==> src/sv/accel_activity_level_classifier_macros.svh <==
// ----------------------------------------------------------------------------
// Activity level classifier assertion macros
// Shared concurrent assertion forms, clocked on clk_i, off during reset.
// ----------------------------------------------------------------------------
`ifndef ACCEL_ACTIVITY_LEVEL_CLASSIFIER_MACROS_SVH
`define ACCEL_ACTIVITY_LEVEL_CLASSIFIER_MACROS_SVH

// same-cycle implication
`define AALC_ASSERT_IMP(label, ante, cons, msg) \
  label: assert property (@(posedge clk_i) disable iff (!rst_ni) (ante) |-> (cons)) \
    else $error(msg);

// next-cycle implication
`define AALC_ASSERT_NXT(label, ante, cons, msg) \
  label: assert property (@(posedge clk_i) disable iff (!rst_ni) (ante) |=> (cons)) \
    else $error(msg);

`endif

==> src/sv/aalc_pkg.sv <==
// ----------------------------------------------------------------------------
// Activity level classifier package
// Shared types, register indexes and fixed-point constants.
// ----------------------------------------------------------------------------
`timescale 1ns / 1ps

package aalc_pkg;

  localparam int unsigned MaxWindowSamplesDef = 1024;

  localparam int unsigned AxisW  = 16;
  localparam int unsigned TimeW  = 32;
  localparam int unsigned CfgW   = 16;
  localparam int unsigned BaseW  = 25;
  localparam int unsigned MagW   = 16;
  localparam int unsigned MacAW  = 25;
  localparam int unsigned MacBW  = 16;
  localparam int unsigned AccW   = MacAW + MacBW;

  // baseline filter weights, 8 fraction bits
  localparam logic [MacBW-1:0] BaseKeepWt = 16'd230;
  localparam logic [MacBW-1:0] BaseNewWt  = 16'd6656;  // 26 * 256
  localparam logic [BaseW-1:0] BaseReset  = 25'd65536; // 1 g

  localparam logic [CfgW-1:0] WinLenReset  = 16'd250;
  localparam logic [CfgW-1:0] HoldReset    = 16'd1000;
  localparam logic [CfgW-1:0] StatLimReset = 16'd51;
  localparam logic [CfgW-1:0] WalkLimReset = 16'd384;
  localparam logic [CfgW-1:0] RunLimReset  = 16'd768;

  typedef enum logic [2:0] {
    CFG_WINDOW_LEN = 3'd0,
    CFG_HOLD_TIME  = 3'd1,
    CFG_STAT_LIM   = 3'd2,
    CFG_WALK_LIM   = 3'd3,
    CFG_RUN_LIM    = 3'd4
  } cfg_idx_e;

  typedef enum logic [1:0] {
    LVL_STATIONARY = 2'd0,
    LVL_WALKING    = 2'd1,
    LVL_RUNNING    = 2'd2,
    LVL_SPRINTING  = 2'd3
  } level_e;

  typedef enum logic [3:0] {
    ST_IDLE,
    ST_SQ,
    ST_RINIT,
    ST_ROOT,
    ST_ACCUM,
    ST_DIV,
    ST_BASE,
    ST_DEV,
    ST_LEVEL,
    ST_HOLD,
    ST_OUT
  } state_e;

  typedef struct packed {
    logic en;
    logic clr;
  } mac_ctrl_t;

endpackage

==> src/sv/accel_activity_level_classifier.sv <==
// ----------------------------------------------------------------------------
// Accelerometer activity level classifier
// Window-averaged vector magnitude against a gravity baseline, four levels.
// ----------------------------------------------------------------------------
// One word in, one word out. Each sample gets |a| = floor(sqrt(x^2+y^2+z^2))
// added to a window sum; when window_length_ms has elapsed the window average
// updates a gravity baseline (230/256 old, 26/256 new) and the rounded
// deviation is graded into levels 0..3. Higher levels apply at once, lower
// ones only after hold_time_ms. The block handles one sample at a time and
// keeps in_stall_o high until its result word is written; a sample that
// closes the window also runs the divide and baseline steps. The sum is
// SUM_W = 16 + clog2(MAX_WINDOW_SAMPLES + 1) bits. The work uses one shared
// multiplier (3 squares, 2 baseline products), 16 square-root steps and
// SUM_W restoring divide steps that share one compare-subtract. The result
// sits in an output register, so a new sample is taken while it waits.
// Configuration writes are accepted at any time (cfg_ready_o is tied high)
// but must only be issued while the block is idle.
// ----------------------------------------------------------------------------
`timescale 1ns / 1ps

module accel_activity_level_classifier #(
  parameter int unsigned MAX_WINDOW_SAMPLES = aalc_pkg::MaxWindowSamplesDef
) (
  input  logic                         clk_i,
  input  logic                         rst_ni,
  // config write channel
  input  logic                         cfg_valid_i,
  output logic                         cfg_ready_o,
  input  logic [2:0]                   cfg_index_i,
  input  logic [aalc_pkg::CfgW-1:0]    cfg_data_i,
  // sample channel
  input  logic                         in_valid_i,
  output logic                         in_stall_o,
  input  logic signed [aalc_pkg::AxisW-1:0] accel_x_i,
  input  logic signed [aalc_pkg::AxisW-1:0] accel_y_i,
  input  logic signed [aalc_pkg::AxisW-1:0] accel_z_i,
  input  logic [aalc_pkg::TimeW-1:0]   time_ms_i,
  // result channel
  output logic                         out_valid_o,
  input  logic                         out_stall_i,
  output logic                         level_valid_o,
  output logic [1:0]                   activity_level_o,
  output logic [15:0]                  motion_strength_o,
  output logic                         led_red_o,
  output logic                         led_yellow_o,
  output logic                         led_green_o
);
  import aalc_pkg::*;

  // count must hold MAX itself; sum holds MAX full-scale magnitudes
  localparam int unsigned CntW  = $clog2(MAX_WINDOW_SAMPLES + 1);
  localparam int unsigned SumW  = MagW + CntW;
  // shared compare-subtract: sqrt remainder needs 20 bits, divide CntW+2
  localparam int unsigned CsW   = (CntW + 2 > 20) ? CntW + 2 : 20;
  localparam int unsigned StepW = $clog2(SumW + 1);

  localparam logic [CntW-1:0] CntMax = CntW'(MAX_WINDOW_SAMPLES);

  // ---------------- config registers ----------------
  logic [CfgW-1:0] win_len_q, hold_q, stat_lim_q, walk_lim_q, run_lim_q;
  logic            cfg_we;

  assign cfg_ready_o = 1'b1;
  assign cfg_we      = cfg_valid_i && cfg_ready_o;

  always_ff @(posedge clk_i or negedge rst_ni) begin
    if (!rst_ni) begin
      win_len_q  <= WinLenReset;
      hold_q     <= HoldReset;
      stat_lim_q <= StatLimReset;
      walk_lim_q <= WalkLimReset;
      run_lim_q  <= RunLimReset;
    end else if (cfg_we) begin
      unique case (cfg_index_i)
        CFG_WINDOW_LEN: win_len_q  <= cfg_data_i;
        CFG_HOLD_TIME:  hold_q     <= cfg_data_i;
        CFG_STAT_LIM:   stat_lim_q <= cfg_data_i;
        CFG_WALK_LIM:   walk_lim_q <= cfg_data_i;
        CFG_RUN_LIM:    run_lim_q  <= cfg_data_i;
        default: ;  // unmapped index, write dropped
      endcase
    end
  end

  // ---------------- state ----------------
  state_e state_q, state_d;
  logic [StepW-1:0] step_q, step_d;
  logic             step_last;

  // captured sample
  logic [AxisW-1:0] x_q, y_q, z_q, x_d, y_d, z_d;
  logic [TimeW-1:0] now_q, now_d;

  // window and classifier state
  logic [SumW-1:0]  sum_q, sum_d;
  logic [CntW-1:0]  cnt_q, cnt_d;
  logic [TimeW-1:0] wstart_q, wstart_d;
  logic [BaseW-1:0] base_q, base_d;
  logic [1:0]       cur_q, cur_d, pend_q, pend_d;
  logic [TimeW-1:0] lct_q, lct_d;

  // iteration registers
  logic [31:0]      n_q, n_d;
  logic [MagW-1:0]  root_q, root_d;
  logic [CsW-1:0]   rem_q, rem_d;
  logic [SumW-1:0]  div_q, div_d;     // dividend in, quotient out
  logic [CntW-1:0]  den_q, den_d;
  logic [15:0]      strength_q, strength_d;
  logic             closed_q, closed_d;

  // output word
  logic             out_valid_q, out_valid_d;
  logic             lv_q, lv_d;
  logic [1:0]       lvl_out_q, lvl_out_d;
  logic [15:0]      ms_q, ms_d;

  // shared multiplier
  mac_ctrl_t        mac_ctrl;
  logic [MacAW-1:0] mac_a;
  logic [MacBW-1:0] mac_b;
  logic [AccW-1:0]  acc;

  aalc_mac u_mac (
    .clk_i  (clk_i),
    .rst_ni (rst_ni),
    .ctrl_i (mac_ctrl),
    .a_i    (mac_a),
    .b_i    (mac_b),
    .acc_o  (acc)
  );

  // shared compare-subtract (sqrt and divide)
  logic [CsW-1:0] cs_a, cs_b;
  logic [CsW:0]   cs_diff;
  logic           cs_ge;

  assign cs_diff = {1'b0, cs_a} - {1'b0, cs_b};
  assign cs_ge   = !cs_diff[CsW];

  // misc datapath terms
  logic [AxisW-1:0] abs_sel, ax_sel;
  logic [15:0]      avg;
  logic             full, elapsed;
  logic [SumW-1:0]  sum_new;
  logic [CntW-1:0]  cnt_new;
  logic [AccW-1:0]  acc_rnd;
  logic [BaseW-1:0] scaled, dev;
  logic [BaseW:0]   dev_rnd;
  logic [1:0]       lvl, cur_t, pend_t;
  logic             up, chg, hold_ok;

  assign in_stall_o = (state_q != ST_IDLE);
  assign avg        = div_q[15:0];  // quotient never exceeds max magnitude

  // per-state step limit
  always_comb begin
    step_last = 1'b1;
    unique case (state_q)
      ST_SQ:   step_last = (step_q == StepW'(2));
      ST_ROOT: step_last = (step_q == StepW'(MagW - 1));
      ST_DIV:  step_last = (step_q == StepW'(SumW - 1));
      ST_BASE: step_last = (step_q == StepW'(1));
      default: step_last = 1'b1;
    endcase
  end

  // accumulate / window-close test
  assign full    = (cnt_q >= CntMax);
  assign sum_new = full ? sum_q : sum_q + SumW'(root_q);
  assign cnt_new = full ? cnt_q : cnt_q + 1'b1;
  assign elapsed = (now_q - wstart_q) >= TimeW'(win_len_q);

  // ---------------- next state ----------------
  always_comb begin
    state_d = state_q;
    unique case (state_q)
      ST_IDLE:  if (in_valid_i) state_d = ST_SQ;
      ST_SQ:    if (step_last) state_d = ST_RINIT;
      ST_RINIT: state_d = ST_ROOT;
      ST_ROOT:  if (step_last) state_d = ST_ACCUM;
      ST_ACCUM: state_d = elapsed ? ST_DIV : ST_OUT;
      ST_DIV:   if (step_last) state_d = ST_BASE;
      ST_BASE:  if (step_last) state_d = ST_DEV;
      ST_DEV:   state_d = ST_LEVEL;
      ST_LEVEL: state_d = ST_HOLD;
      ST_HOLD:  state_d = ST_OUT;
      ST_OUT:   if (!out_valid_q || !out_stall_i) state_d = ST_IDLE;
      default:  state_d = ST_IDLE;
    endcase
  end

  // ---------------- datapath / outputs ----------------
  always_comb begin
    step_d     = step_q;
    x_d        = x_q;
    y_d        = y_q;
    z_d        = z_q;
    now_d      = now_q;
    sum_d      = sum_q;
    cnt_d      = cnt_q;
    wstart_d   = wstart_q;
    base_d     = base_q;
    cur_d      = cur_q;
    pend_d     = pend_q;
    lct_d      = lct_q;
    n_d        = n_q;
    root_d     = root_q;
    rem_d      = rem_q;
    div_d      = div_q;
    den_d      = den_q;
    strength_d = strength_q;
    closed_d   = closed_q;
    lv_d       = lv_q;
    lvl_out_d  = lvl_out_q;
    ms_d       = ms_q;
    // result is gone once taken
    out_valid_d = out_valid_q && out_stall_i;

    mac_ctrl = '{en: 1'b0, clr: 1'b0};
    mac_a    = '0;
    mac_b    = '0;
    cs_a     = '0;
    cs_b     = '0;

    ax_sel = (step_q == StepW'(0)) ? x_q : ((step_q == StepW'(1)) ? y_q : z_q);
    abs_sel = ax_sel[AxisW-1] ? (~ax_sel + 1'b1) : ax_sel;

    acc_rnd = acc + AccW'(128);
    scaled  = {1'b0, avg, 8'h00};
    dev     = (scaled >= base_q) ? scaled - base_q : base_q - scaled;
    dev_rnd = {1'b0, dev} + (BaseW + 1)'(128);

    // ordered limit tests
    if (strength_q < stat_lim_q)      lvl = LVL_STATIONARY;
    else if (strength_q < walk_lim_q) lvl = LVL_WALKING;
    else if (strength_q < run_lim_q)  lvl = LVL_RUNNING;
    else                              lvl = LVL_SPRINTING;

    up     = lvl > cur_q;
    chg    = up || (lvl != pend_q);
    cur_t  = up ? lvl : cur_q;
    pend_t = chg ? lvl : pend_q;
    // a fresh change restarts the hold timer at zero elapsed
    hold_ok = chg ? (hold_q == '0) : ((now_q - lct_q) >= TimeW'(hold_q));

    unique case (state_q)
      ST_IDLE: begin
        if (in_valid_i) begin
          x_d    = accel_x_i;
          y_d    = accel_y_i;
          z_d    = accel_z_i;
          now_d  = time_ms_i;
          step_d = '0;
        end
      end
      ST_SQ: begin
        mac_ctrl = '{en: 1'b1, clr: (step_q == StepW'(0))};
        mac_a    = MacAW'(abs_sel);
        mac_b    = abs_sel;
        step_d   = step_last ? '0 : step_q + 1'b1;
      end
      ST_RINIT: begin
        n_d    = acc[31:0];
        root_d = '0;
        rem_d  = '0;
        step_d = '0;
      end
      ST_ROOT: begin
        // one result bit per step
        cs_a   = {rem_q[CsW-3:0], n_q[31:30]};
        cs_b   = CsW'({root_q, 2'b01});
        rem_d  = cs_ge ? cs_diff[CsW-1:0] : cs_a;
        root_d = {root_q[MagW-2:0], cs_ge};
        n_d    = {n_q[29:0], 2'b00};
        step_d = step_last ? '0 : step_q + 1'b1;
      end
      ST_ACCUM: begin
        if (elapsed) begin
          sum_d    = '0;
          cnt_d    = '0;
          wstart_d = now_q;
          div_d    = sum_new;
          den_d    = cnt_new;
          rem_d    = '0;
          closed_d = 1'b1;
        end else begin
          sum_d    = sum_new;
          cnt_d    = cnt_new;
          closed_d = 1'b0;
        end
        step_d = '0;
      end
      ST_DIV: begin
        // restoring divide, quotient shifts in behind the dividend
        cs_a   = {rem_q[CsW-2:0], div_q[SumW-1]};
        cs_b   = CsW'(den_q);
        rem_d  = cs_ge ? cs_diff[CsW-1:0] : cs_a;
        div_d  = {div_q[SumW-2:0], cs_ge};
        step_d = step_last ? '0 : step_q + 1'b1;
      end
      ST_BASE: begin
        if (step_q == StepW'(0)) begin
          mac_ctrl = '{en: 1'b1, clr: 1'b1};
          mac_a    = base_q;
          mac_b    = BaseKeepWt;
        end else begin
          mac_ctrl = '{en: 1'b1, clr: 1'b0};
          mac_a    = MacAW'(avg);
          mac_b    = BaseNewWt;
        end
        step_d = step_last ? '0 : step_q + 1'b1;
      end
      ST_DEV: begin
        base_d = acc_rnd[8 +: BaseW];
      end
      ST_LEVEL: begin
        strength_d = dev_rnd[23:8];
      end
      ST_HOLD: begin
        pend_d = pend_t;
        lct_d  = chg ? now_q : lct_q;
        cur_d  = ((lvl < cur_t) && hold_ok) ? pend_t : cur_t;
      end
      ST_OUT: begin
        if (!out_valid_q || !out_stall_i) begin
          out_valid_d = 1'b1;
          lv_d        = closed_q;
          lvl_out_d   = cur_q;
          ms_d        = closed_q ? strength_q : '0;
        end
      end
      default: ;
    endcase
  end

  // control registers
  always_ff @(posedge clk_i or negedge rst_ni) begin
    if (!rst_ni) begin
      state_q     <= ST_IDLE;
      step_q      <= '0;
      out_valid_q <= 1'b0;
      sum_q       <= '0;
      cnt_q       <= '0;
      wstart_q    <= '0;
      base_q      <= BaseReset;
      cur_q       <= LVL_STATIONARY;
      pend_q      <= LVL_STATIONARY;
      lct_q       <= '0;
      closed_q    <= 1'b0;
    end else begin
      state_q     <= state_d;
      step_q      <= step_d;
      out_valid_q <= out_valid_d;
      sum_q       <= sum_d;
      cnt_q       <= cnt_d;
      wstart_q    <= wstart_d;
      base_q      <= base_d;
      cur_q       <= cur_d;
      pend_q      <= pend_d;
      lct_q       <= lct_d;
      closed_q    <= closed_d;
    end
  end

  // payload registers
  always_ff @(posedge clk_i) begin
    x_q        <= x_d;
    y_q        <= y_d;
    z_q        <= z_d;
    now_q      <= now_d;
    n_q        <= n_d;
    root_q     <= root_d;
    rem_q      <= rem_d;
    div_q      <= div_d;
    den_q      <= den_d;
    strength_q <= strength_d;
    lv_q       <= lv_d;
    lvl_out_q  <= lvl_out_d;
    ms_q       <= ms_d;
  end

  assign out_valid_o       = out_valid_q;
  assign level_valid_o     = lv_q;
  assign activity_level_o  = lvl_out_q;
  assign motion_strength_o = ms_q;
  // lamp pattern; level 3 lights all three
  assign led_red_o    = (lvl_out_q == LVL_STATIONARY) || (lvl_out_q == LVL_SPRINTING);
  assign led_yellow_o = (lvl_out_q == LVL_WALKING)    || (lvl_out_q == LVL_SPRINTING);
  assign led_green_o  = (lvl_out_q == LVL_RUNNING)    || (lvl_out_q == LVL_SPRINTING);

  // ---------------- assertions ----------------
`include "accel_activity_level_classifier_macros.svh"

  `AALC_ASSERT_NXT(a_accept_starts, in_valid_i && !in_stall_o, state_q == ST_SQ, "accept did not start work")
  `AALC_ASSERT_IMP(a_cnt_bound, 1'b1, cnt_q <= CntMax, "sample count above window limit")
  `AALC_ASSERT_NXT(a_out_waits, state_q == ST_OUT && out_valid_q && out_stall_i, state_q == ST_OUT, "result word overwritten while stalled")
  `AALC_ASSERT_IMP(a_open_no_strength, out_valid_o && !level_valid_o, motion_strength_o == '0, "strength on open window")

endmodule

==> src/sv/aalc_mac.sv <==
// ----------------------------------------------------------------------------
// Activity level classifier multiply-accumulate
// Shared 25x16 multiplier feeding one accumulator register.
// ----------------------------------------------------------------------------
`timescale 1ns / 1ps

module aalc_mac (
  input  logic                        clk_i,
  input  logic                        rst_ni,
  input  aalc_pkg::mac_ctrl_t         ctrl_i,
  input  logic [aalc_pkg::MacAW-1:0]  a_i,
  input  logic [aalc_pkg::MacBW-1:0]  b_i,
  output logic [aalc_pkg::AccW-1:0]   acc_o
);
  import aalc_pkg::*;

  logic [AccW-1:0] acc_q, acc_d, prod;

  assign prod  = AccW'(a_i) * AccW'(b_i);
  assign acc_d = (ctrl_i.clr ? '0 : acc_q) + prod;

  always_ff @(posedge clk_i or negedge rst_ni) begin
    if (!rst_ni) begin
      acc_q <= '0;
    end else if (ctrl_i.en) begin
      acc_q <= acc_d;
    end
  end

  assign acc_o = acc_q;

endmodule

==> config.mk <==
export PLATFORM = sky130hd
export DESIGN_NAME = accel_activity_level_classifier
export DESIGN_NICKNAME = d
export VERILOG_FILES = /design/src/sv/aalc_pkg.sv /design/src/sv/accel_activity_level_classifier.sv /design/src/sv/aalc_mac.sv
export VERILOG_INCLUDE_DIRS = /design/src /design/src/sv
export SDC_FILE = /design/constraint.sdc
export NUM_CORES = 2
export LEC_CHECK = 0
export BUFFER_PORTS_ARGS = -buffer_cell sky130_fd_sc_hd__clkbuf_2
export CAP_MARGIN = 20
export CORE_ASPECT_RATIO = 0.75
export CORE_MARGIN = 3
export CORE_UTILIZATION = 60
export CTS_BUF_LIST = sky130_fd_sc_hd__clkbuf_16
export DETAILED_ROUTE_END_ITERATION = 7
export GPL_ROUTABILITY_DRIVEN = 0
export GPL_TIMING_DRIVEN = 0
export HOLD_SLACK_MARGIN = 0.03
export PLACE_DENSITY_LB_ADDON = 0.2
export SLEW_MARGIN = 10
export SYNTH_ARGS = -nofsm -noshare
export SYNTH_HDL_FRONTEND = slang
export SYNTH_HIERARCHICAL = 1
export SYNTH_SLANG_ARGS = --single-unit
==> constraint.sdc <==
create_clock -name clk_i -period 20.7 [get_ports clk_i]
set_input_delay 4.14 -clock clk_i [delete_from_list [all_inputs] [get_ports clk_i]]
set_output_delay 4.14 -clock clk_i [all_outputs]
set_load 0.03 [all_outputs]
==> results.yml <==
outcome:
  status: "complete, no violations"
worst_setup_path:
  slowest_stage: "nor4b_1"
  path_delay_family: "adder cells"
  required_ns: 21.19
  crit_type: "reg2reg"
  slowest_delay_ns: 0.77
  cp_max_fo: 10
  cp.buffers_inverters: 9
  arrival_ns: 12.23
  cp-start-kind: "flip-flop"
  path_common_cell: "fa_1"
  cp-end-kind: "flip-flop"
timing:
  rsz0062_at_grt: "false"
  finalCritPeriodShare_pct: 56.7
  worst_slew_pin_slew_ns: 1.12
  fmax_ghz: 0.0852
  slew-limit-headroom_pct: 24.9
  hold_viol: 0
  fin_skew_ns: 0.0354
  setup_viol: 0
  setup_tns_ns: 0
  min_period_ns: 11.74
  timing.final.max_slew_violations: 0
power:
  switching_share_pct: 53.6
  p_switching_mw: 4.48
  max-vdd-ir-drop_uv: 136
  seqPwrFrac_pct: 19.3
  p_comb_share_pct: 69.9
  clock_power_share_pct: 10.8
  powerDensity_nw_per_um2: 182
  p_int_mw: 3.89
  p_leak_nw: 20.9
  power_mw: 8.37
clock_tree:
  ctsResizeCount: 0
  cts.sinks: 475
  clock_tree.root_cell: "clkbuf_16"
  cts_tree: "built"
  post-cts-setup-buffers: 0
  cts_made_buffers: 48
  htreeDepth: 2
  holdBufCountCts: 0
  clk_pin_slew_ns: 0.07
  clock_path_buffers: 3
  clock_latency_ns: 0.62
run:
  maxCapViolations: 0
detailed_routing:
  drt_wl_total_mm: 126
  firstDrtPassIters: 7
  wl_per_cell_microns: 21.6
  ant_nets: 0
  viasPerCell: 6.04
  drt_first_iter_violations: 4108
  vias: 35200
  remaining_drc_errors: 0
worst_hold_path:
  hp-class: "reg2reg"
cells_and_area:
  fillers: 5681
  post-route-util_pct: 66.5
  areaGrowthSynthToFinish_pct: 8.56
  drive_above_1_share_pct: 7.17
  final_nets: 5598
place:
  port_buffers: 127
  post-dp-hpwl_mm: 99.4
yosys:
  syn-num-nets: 5414
  syn_inst: 4669
  syn_area_per_cell_sq_um: 9.07
  yosysWarnings: 6
  netlist_area_sq_um: 42300
floorplan:
  pin_count: 129
  die_w_microns: 313
  core_area_sq_um: 69200
  start_util_pct: 61.2
  rows: 83
  dieArea_sq_um: 73800
  die_y_microns: 236
global_route:
  grt_pass1_wl_mm: 195
  first_global_vias: 33500
  gr-total-overflow: 0
  grtUsageTotal_pct: 34.0
  antenna_found_initial: 3
  grt_max_degree: 95
layout by cell type (no fill, tap or decap), drive strengths merged, types with 54 or more instances in the layout:
cell	n
nand3	108
nand2	694
and2	194
a21o	83
nand2b	54
o21ai	295
edfxtp	220
nor2	178
clkbuf	378
ha	303
dfrtp	234
xnor2	101
mux2i	56
fa	338
inv	666
a21oi	231
mux2	57
xor2	73
cell type report:
class	count	area, sq um	area share (%)
Clock buffer	50	1250	2.72
Timing Repair Buffer	134	781	1.70
Clock inverter	40	353	0.768
Tap cell	935	1170	2.54
Multi-Input combinational cell	3318	26100	56.7
Sequential cell	475	13000	28.3
Antenna cell	4	10.0	0.0218
Buffer	224	872	1.90
Inverter	652	2450	5.32
sequential cells by signal, indices dropped and copies added, names as in the netlist, 4 cells and up:
| register | cells |
|---|---|
| n_q | 32 |
| base_q | 25 |
| div_q | 27 |
| u_mac/acc_o | 33 |
| sum_q | 27 |
| wstart_q | 32 |
| step_q | 5 |
| win_len_q | 16 |
| state_q | 4 |
| lct_q | 32 |
| rem_q | 19 |
| den_q | 11 |
| z_q | 16 |
| motion_strength_o | 16 |
| hold_q | 16 |
| now_q | 32 |
| walk_lim_q | 16 |
| root_q | 16 |
| strength_q | 16 |
| stat_lim_q | 16 |
| x_q | 16 |
| cnt_q | 11 |
| y_q | 16 |
| run_lim_q | 16 |
worst register-to-register path: cells and delay by family (launching register included):
kind	cells	cell delay [ns]
fa+ha+maj	8	3.95
simple gates	5	1.30
xor+xnor	2	0.34
buf+inv	9	2.82
flops	1	0.43
mux	2	0.55
compound gates	7	2.24
per-layer routing:
layer  up-vias  routed length (microns)  global-route usage [%]
met5         -                      805                    7.86
met4        12                     2930                    7.39
met3       232                    19300                    14.7
met2      2061                    47400                    43.6
met1     17000                    55300                    51.7
li1      15900                        -                       -
stage by stage:
| stage | cells | hold slack (ns) | setup slack, ns | instance area, sq um |
|---|---|---|---|---|
| final | 5832 | 0.503 | 8.96 | 46000 |
| after detailed placement | 5738 | 0.487 | 9.53 | 44400 |
| after global placement | 5731 | 0.463 | 9.49 | 44200 |
| after floorplan | 4669 | 0.450 | 12.35 | 42300 |
| after CTS | 5828 | 0.504 | 9.46 | 46000 |
| after global routing | 5831 | 0.506 | 8.68 | 46000 |
power by group through the flow:
stage	sequential, mW	clock (mW)	combinational [mW]
after global placement	1.63	0	5.40
after global routing	1.64	0.950	6.30
after floorplan	1.52	0	3.86
final	1.62	0.904	5.85
after detailed placement	1.62	0	5.51
after CTS	1.61	0.916	5.57
worst paths after layout:
path,cells after the start,endpoint,start,slack (ns)
max,33,u_mac/acc_o[20],step_q[1],8.96
min,2,base_q[23],base_q[23],0.50
max reg2reg,33,u_mac/acc_o[20],step_q[1],8.96
min reg2reg,2,base_q[23],base_q[23],0.50
max in group asynchronous,2,sum_q[19],rst_ni,16.13
min in group asynchronous,1,walk_lim_q[4],rst_ni,3.58
Power figures use the tool's default switching activity.
